## src/assert_macros.svh

```systemverilog
// Assertion macros shared by the ray differential block.
`ifndef ASSERT_MACROS_SVH
`define ASSERT_MACROS_SVH

// Same-cycle implication, ignored while reset is high.
`define ASSERT_IMPLY(label, clk, rst, ante, cons) \
  label: assert property (@(posedge clk) disable iff (rst) (ante) |-> (cons)) \
    else $error("assertion failed: implication does not hold");

// Value that must hold in the cycle after reset was seen high.
`define ASSERT_AFTER_RESET(label, clk, rst, cons) \
  label: assert property (@(posedge clk) (rst) |=> (cons)) \
    else $error("assertion failed: wrong value after reset");

`endif

```

## src/rdu_queue.sv

```systemverilog
// Small register FIFO between the front end and the back end.
module rdu_queue #(
  parameter int W     = 8,
  parameter int DEPTH = 4
) (
  input  logic         clk,
  input  logic         rst,
  input  logic         wr_valid,
  output logic         wr_ready,
  input  logic [W-1:0] wr_data,
  output logic         rd_valid,
  input  logic         rd_ready,
  output logic [W-1:0] rd_data
);

  localparam int PTR_W = (DEPTH > 1) ? $clog2(DEPTH) : 1;
  localparam int CNT_W = $clog2(DEPTH + 1);

  logic [W-1:0]     mem [DEPTH];
  logic [PTR_W-1:0] wr_ptr;
  logic [PTR_W-1:0] rd_ptr;
  logic [CNT_W-1:0] count;
  logic             push;
  logic             pop;

  assign wr_ready = count != CNT_W'(DEPTH);
  assign rd_valid = count != '0;
  assign rd_data  = mem[rd_ptr];
  assign push     = wr_valid && wr_ready;
  assign pop      = rd_valid && rd_ready;

  always_ff @(posedge clk) begin
    if (rst) begin
      wr_ptr <= '0;
      rd_ptr <= '0;
      count  <= '0;
    end else begin
      if (push) begin
        wr_ptr <= (wr_ptr == PTR_W'(DEPTH - 1)) ? '0 : wr_ptr + 1'b1;
      end
      if (pop) begin
        rd_ptr <= (rd_ptr == PTR_W'(DEPTH - 1)) ? '0 : rd_ptr + 1'b1;
      end
      if (push && !pop) begin
        count <= count + 1'b1;
      end else if (pop && !push) begin
        count <= count - 1'b1;
      end
    end
  end

  always_ff @(posedge clk) begin
    if (push) begin
      mem[wr_ptr] <= wr_data;
    end
  end

endmodule

```

## config.mk

```make
export PLATFORM = sky130hd
export DESIGN_NAME = rdu_queue
export DESIGN_NICKNAME = d
export VERILOG_FILES = /design/src/assert_macros.svh /design/src/rdu_queue.sv
export SDC_FILE = /design/constraint.sdc
export NUM_CORES = 1
export LEC_CHECK = 0
export BUFFER_PORTS_ARGS = -buffer_cell sky130_fd_sc_hd__buf_2
export CAP_MARGIN = 0
export CORE_ASPECT_RATIO = 1.5
export CORE_MARGIN = 4
export CORE_UTILIZATION = 40
export DETAILED_ROUTE_END_ITERATION = 10
export PLACE_DENSITY = 0.62
export SETUP_SLACK_MARGIN = 0.3
export SLEW_MARGIN = 20
export SYNTH_ARGS = -nofsm -noshare
export SYNTH_HDL_FRONTEND = slang
export SYNTH_SLANG_ARGS = --single-unit
```

## constraint.sdc

```tcl
create_clock -name clk -period 5.55 [get_ports clk]
set_input_delay 0.555 -clock clk [delete_from_list [all_inputs] [get_ports clk]]
set_output_delay 0.555 -clock clk [all_outputs]
set_load 0.01 [all_outputs]
```

Word-level counts from Yosys, hierarchy flattened
Memory sizes are Yosys's and may differ from the RTL's. A register that Yosys moved wholly into a read port is not among the register bits.
Cells that the tools add are included.
Word-level totals
  memories: 1
  word-level logic and storage cells: 27
  input port bits: 12
  memory bits (writable): 32
  bits in registers: 7
  output and inout port bits: 10
Memory list
  mem: depth 4, bits a word 8, rd ports 1, clocked after Yosys merged registers in 1, write ports 1, RTL line rdu_queue.sv:19  | logic [W-1:0] mem [DEPTH];
Operators by class
  reductions and logical operators: 8
  equal/unequal tests: 3
  $add $sub $neg: 4
  multiplexer cells: 8
Operators with widths (number)
  $mux W2: 4
  $mux W3: 2
  $add A2 B1 Y2 const B: 2
  $eq A2 B2 Y1 const B: 2
  $logic_and A1 B1 Y1: 4
  $add A3 B1 Y3 const B: 1
  $ne A3 B3 Y1 const B: 1
  $reduce_bool A3 Y1: 1
  $sub A3 B1 Y3 const B: 1
  $logic_not A1 Y1: 2
  $mux W1: 2
  $reduce_bool A2 Y1: 1

Longest topological paths before layout
  depth in word-level cells: 6
  gate-level depth with buffers: 9
  mapped depth without buffers: 8

Worst setup path after synthesis
OpenSTA, ideal clock, no wires.
  path kind: flip-flop to flip-flop
  from: register count[0]
  to: register count[2]
  clock period less this slack: 2171 ps
  data required time: 5480 ps
  setup time: 70 ps
  path slack: 3379 ps
  path buffers: 1
  cell stages (with the launch flop): 10
  arrival: 2101 ps
  cell sequence: dfxtp_1 -> or3b_1 -> clkbuf_2 -> and2_4 -> ha_1 -> inv_1 -> fa_1 -> xor2_1 -> or3_2 -> a21oi_1
On the way
  cells in the longest elaborated chain, start to end: 5
  elaborated cells between the ends (all ways): 13
  classes of those cells: add/sub (2); eq/ne (1); mux (2); reduce/logical (8)
Ends and longest elaborated chain
  start: declaration: RTL line rdu_queue.sv:22  | logic [CNT_W-1:0] count;
  start signal: assignment: RTL line rdu_queue.sv:45  | count <= count + 1'b1;
  start signal: assignment: RTL line rdu_queue.sv:47  | count <= count - 1'b1;
  $ne A3 B3 Y1 *: RTL line rdu_queue.sv:26  | assign wr_ready = count != CNT_W'(DEPTH);
  net wr_ready: RTL line rdu_queue.sv:9  | output logic wr_ready,
  $logic_and A1 B1 Y1 *: RTL line rdu_queue.sv:29  | assign push = wr_valid && wr_ready;
  net push: RTL line rdu_queue.sv:23  | logic push;
  $logic_not A1 Y1: RTL line rdu_queue.sv:46  | end else if (pop && !push) begin
  $logic_and A1 B1 Y1: RTL line rdu_queue.sv:46
  $reduce_bool A2 Y1 (no line)
The timed path passes the listed nets; every way through them passes the cells marked *. The select of a mux whose other input is x is not followed.
A chain may end at the register's enable or synchronous reset.

Worst setup path after layout
  from: register count[0]
  to: register count[2]
On the way
  cells in the longest elaborated chain, start to end: 5
  elaborated cells between the ends (all ways): 13
  classes of those cells: add/sub (2); eq/ne (1); mux (2); reduce/logical (8)
Ends and longest elaborated chain
  parallel branches: the longest is 5 deep, another holds $sub A3 B1 Y3
Several ways; the timed one is not identified. The select of a mux whose other input is x is not followed.

==> flow_summary_export.csv <==
group,metric,value,unit
global_route,grt_pass1_vias,855,
final_layout,drive_gt1_frac,0.383,
die,fp.dieH,86.3,µm
setup_path,path_delay_family,"compound AO/OA/AOI/OAI gates",
power,power.density,442,nW/µm²
setup_path,critical_path.slowest_cell,"o31ai_1",
drt,drtIter0Drc,16,
clock_tree,clk_pin_slew,0.07,ns
setup_path,slowest_delay,0.54,ns
power,leakagePower,0.000692,µW
timing,min_period,2.44,ns
setup_path,critPathMaxFanout,5,
setup_path,critPathArrivalTime,2.65,ns
global_route,grt_overflow_total,0,
clock_tree,cts_buffers,5,
synth,synth_area_leaders,"edfxtp_1 59%, dfxtp_1 11%, mux4_2 11%, ha_1 4.6%, mux2i_1 1.8%",
synth,synthesis.instances,90,
clock_tree,clk_path_buf_depth,2,
die,design.core.area,3960,µm²
setup_path,crit_type,"flip-flop to flip-flop",
timing,period_share,0.439,
status,outcome,"complete, no violations",
drt,drc,0,
global_route,grt_first_pass_wirelength,4.29,mm
hold_path,hold_path_class,"input port to flip-flop",
placement,place.gp.congestion,0.706,
drt,first_pass_iters,4,
clock_tree,cts_setup_buffers,0,
die,die_x,60.2,µm
power,ir_drop,0.238,mV
placement,postPlaceCellArea,1780,µm²
global_route,grt_start_max_net_pins,13,
synth,netlist_area,1630,µm²
placement,dp_hpwl,1.91,mm
synth,syn_area_per_cell,18.2,µm²
drt,antenna_left,0,
timing,fin_tns_setup,0,ns
die,rows,28,
synth,synth_area_leader_cell,"edfxtp_1",
setup_path,worstPathRequired,5.77,ns
setup_path,worst-path-buf-inv,1,
clock_tree,cts-htree-levels,2,
placement,port_buffers,21,
timing,slew_violations,0,
clock_tree,cts.repair.resized,0,
job,cap_viol_max_count,0,
setup_path,crit_chain,"o31ai_1 > ha_1 > inv_1 > fa_1 > xor2_1 > or3_2 > a21oi_1",
final_layout,area_delta_synth_final,14.4,%
global_route,antenna_found_initial,0,
final_layout,diodes,0,
timing,finClkSkew,0.00596,ns
final_layout,fin_nets,133,
die,start_util,0.413,
final_layout,final_cell_mix,"32 x edfxtp_1, 21 x buf_2, 9 x dfxtp_1",
final_layout,fin_util,0.472,
drt,wl,2.71,mm
clock_tree,insertion_delay,0.29,ns
timing,hold_violations,0,
global_route,grt_util_all_layers,0.118,
timing,tightest_slew,0.572,ns
timing,slew_headroom,0.615,
timing,rsz0062_at_grt,"no",
synth,yosysSeqAreaShare,0.698,
final_layout,fillers,344,
synth,ys_warn_count,0,
clock_tree,ctsHoldBuffers,0,
timing,fmax,411,MHz
clock_tree,root_buffer,"clkbuf_8",
clock_tree,cts_tree,"yes",
die,die_area,5190,µm²
synth,synth_seq_cells,41,
drt,wl_per_cell,16.9,µm
drt,via_per_inst,5.29,
final_layout,final_cell_area,1870,µm²
die,ioPinCount,22,
setup_path,end_kind,"flip-flop",
synth,synthDistinctLibCells,26,
final_layout,layout_commonest_cell,"edfxtp_1",
setup_path,startpoint_type,"flip-flop",
timing,finalSetupViolations,0,
clock_tree,clock_sink_count,41,
synth,synth_fp_nets,109,
synth,yosysTopAreaCellShare,0.588,
drt,vias,847,
## metrics by stage
step           total power (µW)  hold WS (ns)  setup WS, ns  instances
2_1_floorplan               571         0.463          3.38         90
3_3_place_gp                624         0.478          3.31        152
3_5_place_dp                643         0.485          3.12        152
4_1_cts                     838         0.469          3.10        160
5_1_grt                     876         0.467          2.93        160
6_report                    826         0.480          3.11        160
## worst paths after layout
path               from   endpoint  slack, ns  cells after the start
min reg2reg   rd_ptr[0]  flip-flop       0.50                      2
max reg2reg    count[0]   count[2]       3.11                      7
min          wr_data[6]  mem[3][6]       0.48                      1
max            count[0]   count[2]       3.11                      7
## metal layers
layer,part of all wire,global-route usage,wire length [µm],up-vias
met5,0,0,0,-
met4,0.025,0.0665,67,0
met3,0.041,0.0373,110,5
met2,0.55,0.201,1480,19
met1,0.39,0.125,1050,429
li1,-,-,-,394
## flip-flops by register name, indices dropped and copies added (netlist names), named ones only
signal,cells
count,3
rd_ptr,2
mem,32
wr_ptr,2
## synth_stat cells (all sizes together)
master	number
a21oi	2
and2	1
and3	4
buf	2
clkbuf	2
dfxtp	9
edfxtp	32
fa	1
ha	6
inv	3
mux2i	3
mux4	8
nand2	1
nand2b	2
nand3	1
nor2	3
nor3	1
o21ai	1
o31ai	2
or3	3
or3b	1
xor2	2
## cell type report
class,instances,area [µm²],share of cell area
Sequential cell,41,1140,0.610
Multi-Input combinational cell,42,464,0.248
Timing Repair Buffer,21,105,0.0562
Clock buffer,6,82.6,0.0442
Tap cell,45,56.3,0.0301
Inverter,3,11.3,0.00602
Clock inverter,2,8.76,0.00469
## cell families after synthesis
group,count (synthesis),share of synthesized area
fa+ha+maj,7,0.0582
simple gates,17,0.0651
xor+xnor,2,0.0107
buf+inv,7,0.0176
flops,41,0.698
compound gates,5,0.0214
mux,11,0.129
## power breakdown
part	internal (µW)	total [µW]	switching, µW
clock network	98.4	194	96.0
registers	377	416	38.2
logic	111	216	105
No activity file was read; power rests on OpenSTA's default activity.
